--- config.mk ---
export PLATFORM = sky130hd
export DESIGN_NAME = deadline_heap_timer_queue_core
export DESIGN_NICKNAME = d
export VERILOG_FILES = /design/src/rtl/dhtq_pkg.sv /design/src/rtl/deadline_heap_timer_queue_core.sv /design/src/rtl/dhtq_ram.sv
export VERILOG_INCLUDE_DIRS = /design/src /design/src/rtl
export SDC_FILE = /design/constraint.sdc
export NUM_CORES = 2
export LEC_CHECK = 0
export BUFFER_PORTS_ARGS = -buffer_cell sky130_fd_sc_hd__buf_2
export CAP_MARGIN = 30
export CORE_ASPECT_RATIO = 0.9
export CORE_MARGIN = 1.5
export CORE_UTILIZATION = 40
export CTS_CLUSTER_DIAMETER = 100
export CTS_CLUSTER_SIZE = 12
export DETAILED_ROUTE_END_ITERATION = 8
export SLEW_MARGIN = 30
export SYNTH_ARGS = -nofsm -noshare
export SYNTH_HDL_FRONTEND = slang
export SYNTH_SLANG_ARGS = --single-unit
--- constraint.sdc ---
create_clock -name clk -period 18.4 [get_ports clk]
set_input_delay 0.92 -clock clk [delete_from_list [all_inputs] [get_ports clk]]
set_output_delay 0.92 -clock clk [all_outputs]
set_load 0.05 [all_outputs]
--- src/rtl/deadline_heap_timer_queue_core_macros.svh ---
// Assertion helpers for the timer queue core.
`ifndef DEADLINE_HEAP_TIMER_QUEUE_CORE_MACROS_SVH
`define DEADLINE_HEAP_TIMER_QUEUE_CORE_MACROS_SVH

// Same-cycle implication, disabled during reset.
`define DHTQ_ASSERT_IMP(label, clk, rst, ante, cons, msg) \
  label: assert property (@(posedge clk) disable iff (rst) (ante) |-> (cons)) \
    else $error(msg);

// Next-cycle implication, disabled during reset.
`define DHTQ_ASSERT_NXT(label, clk, rst, ante, cons, msg) \
  label: assert property (@(posedge clk) disable iff (rst) (ante) |=> (cons)) \
    else $error(msg);

`endif

--- src/rtl/dhtq_pkg.sv ---
package dhtq_pkg;

  localparam logic OP_SCHEDULE = 1'b0;
  localparam logic OP_SAMPLE   = 1'b1;

  localparam logic STATUS_OK   = 1'b0;
  localparam logic STATUS_FULL = 1'b1;

  typedef struct packed {
    logic        operation;
    logic [15:0] job_tag;
    logic [15:0] delay;
    logic [31:0] now_time;
  } req_item_t;

  typedef struct packed {
    logic        fired;
    logic [15:0] fired_tag;
    logic        status;
    logic [4:0]  pending_count;
  } rsp_item_t;

  typedef enum logic [3:0] {
    S_IDLE,
    S_UP_CMP,
    S_UP_PUT,
    S_ROOT,
    S_LAST,
    S_DN_L,
    S_DN_R,
    S_DN_CMP,
    S_FINISH
  } state_t;

endpackage

--- src/rtl/deadline_heap_timer_queue_core.sv ---
// Channel   Direction  Handshake            Payload
// req       in         req_valid/req_stall  req_item_t (operation, tag, delay, now)
// rsp       out        rsp_valid/rsp_stall  rsp_item_t (fired, tag, status, count)
//
// One transaction at a time; the heap RAM takes one read and one write per cycle.
// A rejected schedule, a schedule into an empty queue or a sample of an empty queue goes
// straight to the response; any other schedule climbs toward the root, and a sample reads
// the root, then, when it fires, moves the last entry into the root hole and sifts it down
// toward a leaf.
// Reset (rst, synchronous) empties the queue; heap contents are not cleared.
// A new request is taken while a finished response is still stalled.
`include "deadline_heap_timer_queue_core_macros.svh"

module deadline_heap_timer_queue_core #(
  parameter int QUEUE_DEPTH = 16,
  parameter int TAG_BITS    = 16,
  parameter int TIME_BITS   = 32
) (
  input  logic                clk,
  input  logic                rst,
  input  logic                req_valid,
  output logic                req_stall,
  input  dhtq_pkg::req_item_t req,
  output logic                rsp_valid,
  input  logic                rsp_stall,
  output dhtq_pkg::rsp_item_t rsp
);

  import dhtq_pkg::*;

  localparam int AW = $clog2(QUEUE_DEPTH);
  localparam int CW = $clog2(QUEUE_DEPTH + 1);
  localparam int EW = TIME_BITS + TAG_BITS;

  function automatic logic earlier(input logic [TIME_BITS-1:0] a,
                                   input logic [TIME_BITS-1:0] b);
    logic [TIME_BITS-1:0] d;
    d = a - b;
    return d[TIME_BITS-1];
  endfunction

  state_t state, state_next;

  logic [CW-1:0]        count;
  logic [AW-1:0]        idx;
  logic [EW-1:0]        mov;
  logic [EW-1:0]        lent;
  logic                 has_right;
  logic [TIME_BITS-1:0] now_r;
  logic                 fired_r;
  logic [15:0]          ftag_r;
  logic                 status_r;

  logic                 ram_we, ram_re;
  logic [AW-1:0]        ram_waddr, ram_raddr;
  logic [EW-1:0]        ram_wdata, ram_rdata;

  dhtq_ram #(.WIDTH(EW), .DEPTH(QUEUE_DEPTH)) u_heap (
    .clk   (clk),
    .we    (ram_we),
    .waddr (ram_waddr),
    .wdata (ram_wdata),
    .re    (ram_re),
    .raddr (ram_raddr),
    .rdata (ram_rdata)
  );

  logic                 accept, is_sched, is_sample, full, cnt_zero, cnt_one;
  logic [TIME_BITS-1:0] deadline_in;
  logic [EW-1:0]        entry_in;
  logic [CW-1:0]        cnt_m1;
  logic [AW-1:0]        cnt_par, idx_m1, idx_par, gpar;
  logic [CW:0]          lchild, rchild;
  logic                 l_ok, r_ok;
  logic [TIME_BITS-1:0] rd_dl, mov_dl, lent_dl, child_dl;
  logic                 up_swap, due, take_right, dn_swap, rsp_load;
  logic [EW-1:0]        child;
  logic [AW-1:0]        cidx;

  assign accept      = req_valid && !req_stall;
  assign is_sched    = req.operation == OP_SCHEDULE;
  assign is_sample   = req.operation == OP_SAMPLE;
  assign full        = count >= CW'(QUEUE_DEPTH);
  assign cnt_zero    = count == '0;
  assign cnt_one     = count == CW'(1);
  assign deadline_in = TIME_BITS'(req.now_time) + TIME_BITS'(req.delay);
  assign entry_in    = {deadline_in, TAG_BITS'(req.job_tag)};

  assign cnt_m1  = count - CW'(1);
  assign cnt_par = AW'(cnt_m1 >> 1);
  assign idx_m1  = idx - AW'(1);
  assign idx_par = idx_m1 >> 1;
  assign gpar    = (idx_par - AW'(1)) >> 1;

  assign lchild = (CW+1)'({idx, 1'b1});
  assign rchild = lchild + (CW+1)'(1);
  assign l_ok   = lchild < {1'b0, count};
  assign r_ok   = rchild < {1'b0, count};

  assign rd_dl   = ram_rdata[EW-1 -: TIME_BITS];
  assign mov_dl  = mov[EW-1 -: TIME_BITS];
  assign lent_dl = lent[EW-1 -: TIME_BITS];

  assign up_swap    = earlier(mov_dl, rd_dl);
  assign due        = !earlier(now_r, rd_dl);
  assign take_right = has_right && earlier(rd_dl, lent_dl);
  assign child      = take_right ? ram_rdata : lent;
  assign cidx       = take_right ? rchild[AW-1:0] : lchild[AW-1:0];
  assign child_dl   = child[EW-1 -: TIME_BITS];
  assign dn_swap    = earlier(child_dl, mov_dl);

  assign rsp_load = (state == S_FINISH) && (!rsp_valid || !rsp_stall);

  always_comb begin
    state_next = state;
    case (state)
      S_IDLE: begin
        if (accept) begin
          if (is_sched) begin
            state_next = (full || cnt_zero) ? S_FINISH : S_UP_CMP;
          end else begin
            state_next = cnt_zero ? S_FINISH : S_ROOT;
          end
        end
      end
      S_UP_CMP: begin
        if (!up_swap) begin
          state_next = S_FINISH;
        end else if (idx_par == '0) begin
          state_next = S_UP_PUT;
        end
      end
      S_UP_PUT: state_next = S_FINISH;
      S_ROOT:   state_next = (due && !cnt_one) ? S_LAST : S_FINISH;
      S_LAST:   state_next = S_DN_L;
      S_DN_L:   state_next = l_ok ? S_DN_R : S_FINISH;
      S_DN_R:   state_next = S_DN_CMP;
      S_DN_CMP: state_next = dn_swap ? S_DN_L : S_FINISH;
      S_FINISH: state_next = rsp_load ? S_IDLE : S_FINISH;
      default:  state_next = S_IDLE;
    endcase
  end

  always_comb begin
    req_stall = 1'b1;
    ram_we    = 1'b0;
    ram_waddr = idx;
    ram_wdata = mov;
    ram_re    = 1'b0;
    ram_raddr = '0;
    case (state)
      S_IDLE: begin
        req_stall = 1'b0;
        if (accept && is_sched && !full) begin
          if (cnt_zero) begin
            ram_we    = 1'b1;
            ram_waddr = '0;
            ram_wdata = entry_in;
          end else begin
            ram_re    = 1'b1;
            ram_raddr = cnt_par;
          end
        end else if (accept && is_sample && !cnt_zero) begin
          ram_re    = 1'b1;
          ram_raddr = '0;
        end
      end
      S_UP_CMP: begin
        ram_we = 1'b1;
        if (up_swap) begin
          // move the parent down into the hole and climb
          ram_wdata = ram_rdata;
          if (idx_par != '0) begin
            ram_re    = 1'b1;
            ram_raddr = gpar;
          end
        end
      end
      S_UP_PUT: ram_we = 1'b1;
      S_ROOT: begin
        if (due && !cnt_one) begin
          ram_re    = 1'b1;
          ram_raddr = AW'(cnt_m1);
        end
      end
      S_DN_L: begin
        if (l_ok) begin
          ram_re    = 1'b1;
          ram_raddr = lchild[AW-1:0];
        end else begin
          ram_we = 1'b1;
        end
      end
      S_DN_R: begin
        if (r_ok) begin
          ram_re    = 1'b1;
          ram_raddr = rchild[AW-1:0];
        end
      end
      S_DN_CMP: begin
        ram_we    = 1'b1;
        ram_wdata = dn_swap ? child : mov;
      end
      default: begin
        req_stall = 1'b1;
      end
    endcase
  end

  always_ff @(posedge clk) begin
    if (rst) begin
      state     <= S_IDLE;
      count     <= '0;
      rsp_valid <= 1'b0;
    end else begin
      state <= state_next;
      if (rsp_load) begin
        rsp_valid <= 1'b1;
      end else if (rsp_valid && !rsp_stall) begin
        rsp_valid <= 1'b0;
      end
      if (state == S_IDLE && accept && is_sched && !full) begin
        count <= count + CW'(1);
      end else if (state == S_ROOT && due) begin
        count <= cnt_m1;
      end
    end
  end

  always_ff @(posedge clk) begin
    case (state)
      S_IDLE: begin
        if (accept) begin
          status_r <= (is_sched && full) ? STATUS_FULL : STATUS_OK;
          fired_r  <= 1'b0;
          ftag_r   <= '0;
          now_r    <= TIME_BITS'(req.now_time);
          mov      <= entry_in;
          idx      <= AW'(count);
        end
      end
      S_UP_CMP: begin
        if (up_swap) begin
          idx <= idx_par;
        end
      end
      S_ROOT: begin
        if (due) begin
          fired_r <= 1'b1;
          ftag_r  <= 16'(ram_rdata[TAG_BITS-1:0]);
        end
      end
      S_LAST: begin
        // last entry fills the root hole
        mov <= ram_rdata;
        idx <= '0;
      end
      S_DN_R: begin
        lent      <= ram_rdata;
        has_right <= r_ok;
      end
      S_DN_CMP: begin
        if (dn_swap) begin
          idx <= cidx;
        end
      end
      S_FINISH: begin
        if (rsp_load) begin
          rsp.fired         <= fired_r;
          rsp.fired_tag     <= ftag_r;
          rsp.status        <= status_r;
          rsp.pending_count <= 5'(count);
        end
      end
      default: begin
        idx <= idx;
      end
    endcase
  end

  `DHTQ_ASSERT_IMP(a_count_bound, clk, rst, 1'b1, count <= CW'(QUEUE_DEPTH), "count beyond depth")
  `DHTQ_ASSERT_IMP(a_ram_collide, clk, rst, ram_we && ram_re, ram_waddr != ram_raddr, "RAM read and write collide")
  `DHTQ_ASSERT_IMP(a_full_count, clk, rst, rsp_valid && rsp.status == STATUS_FULL, rsp.pending_count == 5'(QUEUE_DEPTH) && !rsp.fired, "reject with queue not full")
  `DHTQ_ASSERT_IMP(a_quiet_tag, clk, rst, rsp_valid && !rsp.fired, rsp.fired_tag == 16'd0, "tag without fire")
  `DHTQ_ASSERT_NXT(a_rsp_load, clk, rst, state == S_FINISH && !(rsp_valid && rsp_stall), rsp_valid && state == S_IDLE, "response not loaded")

endmodule

--- src/rtl/dhtq_ram.sv ---
module dhtq_ram #(
  parameter int WIDTH = 48,
  parameter int DEPTH = 16
) (
  input  logic                     clk,
  input  logic                     we,
  input  logic [$clog2(DEPTH)-1:0] waddr,
  input  logic [WIDTH-1:0]         wdata,
  input  logic                     re,
  input  logic [$clog2(DEPTH)-1:0] raddr,
  output logic [WIDTH-1:0]         rdata
);

  logic [WIDTH-1:0] mem [DEPTH];

  always_ff @(posedge clk) begin
    if (we) begin
      mem[waddr] <= wdata;
    end
    if (re) begin
      rdata <= mem[raddr];
    end
  end

endmodule

; Yosys cells after proc, flatten, opt, wreduce, memory -nomap -nowiden
; Memories as Yosys holds them, arrays and structs flattened. A register that Yosys moved wholly into a read port is not among the register bits.
; Cells that the tools add are included.
[word_totals]
ff_bits = 184
ram_bits = 768
out_inout_bits = 25
wordCells = 144
mem_count = 1
[mem_list]
columns = memory, depth, width, read_ports, rd_ports_with_merged_regs, wr, line
row1 = u_heap.mem, 16, 48, 1, 1, 1, dhtq_ram.sv:14  ; logic [WIDTH-1:0] mem [DEPTH];
[op_classes]
n_addsub = 10
n_lt_le_gt_ge = 3
n_eq_ne = 14
muxes = 62
n_bitwise = 1
n_reduce_logical = 38
[ops]
columns = cell, count
row1 = 48-bit 2-to-1 mux, 6
row2 = 48-bit one-hot mux with 3 select lines, 1
row3 = 32-bit subtractor, 4
row4 = 48-bit one-hot mux with 2 select lines, 1
row5 = 4-bit 2-to-1 mux, 22
row6 = 4-bit one-hot mux with 9 select lines, 1
row7 = 32-bit by 16-bit adder with 32-bit output, 1
row8 = 16-bit 2-to-1 mux, 2
row9 = 16-bit one-hot mux with 2 select lines, 1
row10 = 4-bit one-hot mux with 5 select lines, 1
row11 = 1-bit 2-to-1 mux, 19
row12 = 4-bit by 3-bit == test with 1-bit output (second input constant), 4
row13 = 4-bit one-hot mux with 4 select lines, 1
row14 = 1-bit logical AND, 14
row15 = 5-bit 2-to-1 mux, 2
row16 = 4-bit by 2-bit == test with 1-bit output (second input constant), 2
row17 = 4-bit logical NOT, 2
row18 = 2-bit inequality test (second input constant), 4
row19 = 2-bit AND reduction, 4
row20 = 2-bit nonzero test, 4
row21 = 4-bit nonzero test, 2
row22 = 5-bit by 1-bit adder with 6-bit output (second input constant), 1
row23 = 1-bit logical NOT, 6
row24 = 6-bit by 5-bit < comparator with 1-bit output, 1
row25 = other kinds (20), 22

; Logic depth before layout (Yosys ltp)
[logic_depth]
word_depth = 8
depth_mapped = 28

; By module
; From an unflattened synthesis, not the netlist that was laid out.
[unflattened]
hier_cells = 2603
area_unflattened_um2 = 43190.2
[by_module_without_submodules]
columns = mod, instances, cells_each, area_each_um2
row1 = dhtq_ram, 1, 1242, 30175.2
row2 = deadline_heap_timer_queue_core, 1, 1361, 13015.0

; Worst setup path before layout
; Ideal clock, no wire load.
[synth_timing]
path_type = flip-flop to flip-flop
start = register state[0]
end = memory u_heap.mem[3][0] (enable)
setup_time_ns = 0.523
arrival_ns = 5.619
required_ns = 17.877
path_slack_ns = 12.258
stages_incl_launch_ff = 10
cell_sequence = dfxtp_1 > buf_4 > nor4_4 > nand2_1 > or3_1 > clkbuf_1 > buf_1 > nand2_1 > nand3b_1 > nor3b_1
[synth_between]
elab_chain_cells = 8
elab_cells_between_ends = 15
classes_between = 4 x eq/ne / 6 x mux / 5 x reduce/logical
[synth_rtl]
columns = element, line
row1 = from (decl), deadline_heap_timer_queue_core.sv:42  ; state_t state, state_next;
row2 = from (signal assigned), deadline_heap_timer_queue_core.sv:216  ; state <= state_next;
row3 = 4-bit logical NOT, deadline_heap_timer_queue_core.sv:151  ; case (state)
row4 = 1-bit logical AND, deadline_heap_timer_queue_core.sv:80  ; assign accept = req_valid && !req_stall;
row5 = 1-bit logical AND (2 in a row), deadline_heap_timer_queue_core.sv:154  ; if (accept && is_sched && !full) begin
row6 = 1-bit 2-to-1 mux, deadline_heap_timer_queue_core.sv:154
row7 = 1-bit one-hot mux with 3 select lines, deadline_heap_timer_queue_core.sv:151
row8 = 1-bit 2-to-1 mux, dhtq_ram.sv:17  ; if (we) begin
row9 = 1-bit 2-to-1 mux (implied by the code), dhtq_ram.sv:18  ; mem[waddr] <= wdata;
row10 = to (decl), dhtq_ram.sv:14
; Parallel ways exist; a longest one is shown, timed or not.

; Worst setup path in the final report
[layout_timing]
start = register u_heap.rdata[46], read port of u_heap.mem
end = memory u_heap.mem[0][18], data pin
[layout_between]
elab_chain_cells = 6
elab_cells_between_ends = 8
classes_between = 3 x add/sub / 4 x mux / 1 x reduce/logical
[layout_rtl]
columns = element, line
row1 = from (decl), dhtq_ram.sv:11  ; output logic [WIDTH-1:0] rdata
row2 = 32-bit subtractor, deadline_heap_timer_queue_core.sv:38  ; d = a - b;
row3 = 1-bit logical AND, deadline_heap_timer_queue_core.sv:106  ; assign take_right = has_right && earlier(rd_dl, lent_dl);
row4 = 48-bit 2-to-1 mux, deadline_heap_timer_queue_core.sv:107  ; assign child = take_right ? ram_rdata : lent;
row5 = 32-bit subtractor, deadline_heap_timer_queue_core.sv:38
row6 = 48-bit 2-to-1 mux, deadline_heap_timer_queue_core.sv:202  ; ram_wdata = dn_swap ? child : mov;
row7 = 48-bit one-hot mux with 3 select lines *, deadline_heap_timer_queue_core.sv:151
row8 = named net ram_wdata[18], deadline_heap_timer_queue_core.sv:56  ; logic [EW-1:0] ram_wdata, ram_rdata;
; Mark *: on every way through the listed nets, which the timed path passes. The rest lies on a longest branch.

==> run metrics <==
status complete, no violations; crit path max fanout 43; Hold Crit Class flip-flop to flip-flop; final wirelength 130.2 mm; clk sinks 1000; PortBufs 93; H-tree lvl count 3; postcts setup bufs 0; Slew Limit Fails 0; Cell variety after synth between 70 and 80; synth-to-layout area growth 11.05%; Synth Area in Compound Gates 0.1147; Overflow after GRT 0; max_cap viols 0; cells after synthesis roughly 3500; CTS tree done; clock skew approximately 0.034 ns; post-detail-place hpwl between 70 and 80 mm; Clock Latency Late Sink between 0.6 and 0.7 ns; R2R depth 24; Cell Chain, Critical Path ha_1, nand4_1, nor4_1, a22oi_1, o211ai_1, a31oi_1, xnor2_1, nand2_2, buf_4, o21ai_0, ha_1, a21o_1, a21oi_1, nor2_1, a2111oi_0, nor2_1, o21ai_0, a21oi_1, nor3_1, a21oi_1, nor3b_4, buf_4, a222oi_1, nand2_1; Power Density roughly 160 nW/µm²; Post-Syn Area 44160 µm²; top cells by area in the synthesized netlist edfxtp_1 67%, nand2_1 6.4%, ha_1 4.3%; CP Capture Type flip-flop; worst-margin pin slew ~1.0 ns; most common cell in the netlist edfxtp_1; final-report hold violation count 0; diode count 0; Final setup viols 0; Min Hold Slack 0.4149 ns; combinational share of power 0.309; CP arrival 8.36 ns; vias per cell roughly 5.8; hold-fix buffers at CTS 0; post-synthesis mux area share 0.009095; post-CTS sizing 0; Post-DRT Antenna Nets 0; P_int 4956 µW; DRC viols 0; Data required, critical path approximately 19 ns; Tot GR Track Use 0.2272; root buf cell clkbuf_16; final setup TNS 0 ns; Die X 353.2 µm; largest family of logic cells by synthesized area simple AND/OR/NAND/NOR gates; total number of vias between 20000 and 30000; xor/xnor share of the synthesized area 0.009124; initial antenna violation count 5; synth warn 0; final non-filler cell total 5044; row count roughly 120; RD Place Congestion 0.9356; Post-Place Setup Slack ~11 ns; Final Critical Period 7.952 ns; slew margin rel. 0.3019; Synth Area in Adders 0.04324; Max IR drop VDD 0.1104 mV; initial drt markers 3733; Core ar. ~110000 µm²; Yosys top cell area share 0.6732; WL/cell 25.81 µm; Top FF cell, synth edfxtp_1; fin crit share 0.4322; EDFF count, synth 990; unrepaired setup endpoints after global routing false; first-pass GRT wire length ~190 mm; critical path class flip-flop to flip-flop; First-pass DRT Iterations 6; Crit-path slowest cell nor4_1; Critical Path Start Type flip-flop; crit-path max cell delay about 0.68 ns; Post-synth ARST share 0; Leak around 0.017 µW; sequential share of the synthesized area 0.6778; sequential power share 0.463; Clock transition at path regs around 0.06 ns; nets around 3800; Inserted Clock Buffers 93; simple-gate share of the synthesized area 0.1183; layout cell share with drive strength beyond 1 0.09073; Net Sw Frac 0.3577; fmax between 100 and 150 MHz; WHS Path Cells 0; die span in y between 300 and 400 µm; Psw between 2000 and 3000 µW; fillcell total 9762; Net Count, Synth 3726; maximum number of pins on one net before global-route repair 180; clock tree buffer depth 3; Placed Cells a little under 5000; leading area contributor after synthesis edfxtp_1; Die Footprint ~110000 µm²; Synth Area per Inst around 13 µm²; Final WS setup about 10 ns; crit-path most repeated cell a21oi_1; vias in the first global route 27090; clock network power share 0.229; Initial Utilization 0.4038; I/O Pins 94; top cells by count, synth 990 x edfxtp_1, 758 x nand2_1, 323 x a21oi_1; flop and latch count out of synthesis 1000
## cell families (layout without fill, tap and decap cells)
family	Yosys count	count (layout)
XOR/XNOR	46	46
adder cells (fa/ha/maj)	152	152
AND/OR/NAND/NOR	1190	1190
multiplexers	38	38
AO/OA/AOI/OAI	775	775
buffers and inverters	304	381
flip-flops	1000	1000
## registers in the layout, indices dropped and copies added (netlist names)
register	cells
mov	48
now_r	32
has_right	1
ftag_r	16
state	4
status_r	1
count	5
rsp	23
u_heap.rdata	48
idx	4
u_heap.mem	768
lent	48
rsp_valid	1
fired_r	1
## metrics by stage
step,utilization,total power (µW),area [µm²]
floorplan,-,5042,44160
finish,0.4484,7716,49040
global placement,0.4236,5912,46320
CTS,0.4483,7703,49030
global route,0.4484,8051,49040
detailed placement,0.4246,5947,46440
## critical path: cells and delay by family, from the launching register on
kind | cells | cell delay (ns)
and+or+nand+nor | 8 | 2.74
AOI/OAI and AO/OA | 11 | 2.30
buffers and inverters | 2 | 1.02
adders and majority gates | 2 | 0.68
DFF | 1 | 0.48
xor gates and xnor gates | 1 | 0.42
## worst paths after layout
path | start | to | slack [ns]
worst min-delay path | ftag_r[13] | rsp[19] | 0.41
worst max-delay path | u_heap.rdata[46] | u_heap.mem[0][18] | 10.45
worst max register to register | u_heap.rdata[46] | u_heap.mem[0][18] | 10.45
worst min register to register | ftag_r[13] | rsp[19] | 0.41
## final cells by class
type                       count  area, µm²  share of cell area
clock buffer                 109       2430             0.04955
clock inverter                 7      158.9            0.003240
inverter                     111      416.7            0.008497
multi-input combinational   2201      13240              0.2700
sequential                  1000      29930              0.6103
tap                         1462       1829             0.03730
timing repair buffer         154       1036             0.02113
## per-layer routing
metal  vias up  routed length [µm]  GRT usage
met5         -                  24          0
met4         4                3100    0.06295
met3       191               14170    0.05266
met2      1543               57180     0.3391
met1     14430               55710     0.3312
li1      13110                   -          -
## placed cells by master, fill, tap and decap left out, types with 10 or more instances in the layout
master,instances
a211o_1,10
a211oi_1,100
a21o_1,22
a21oi_1,321
a221o_1,30
a222oi_1,10
a22o_1,14
a31oi_1,10
a32oi_1,52
and2_1,111
and3_1,10
buf_2,93
buf_4,53
clkbuf_1,14
clkbuf_16,95
dfxtp_1,10
edfxtp_1,990
ha_1,151
inv_1,110
mux2_2,17
mux2i_1,21
nand2_1,755
nand2b_1,18
nand3_1,30
nand4_1,23
nor2_1,118
nor2_4,11
nor3_1,15
nor4_1,53
o21ai_0,100
o41ai_1,48
xnor2_1,27
xor2_1,19
## power groups by stage
| stage | Clock [µW] | Sequential [µW] | Combinational (µW) |
|---|---|---|---|
| floorplan | 0 | 3570 | 1470 |
| finish | 1760 | 3570 | 2380 |
| global route | 1870 | 3590 | 2590 |
| detailed placement | 0 | 3610 | 2340 |
| global placement | 0 | 3600 | 2310 |
| CTS | 1790 | 3560 | 2350 |
(Power assumes the default switching activity.)
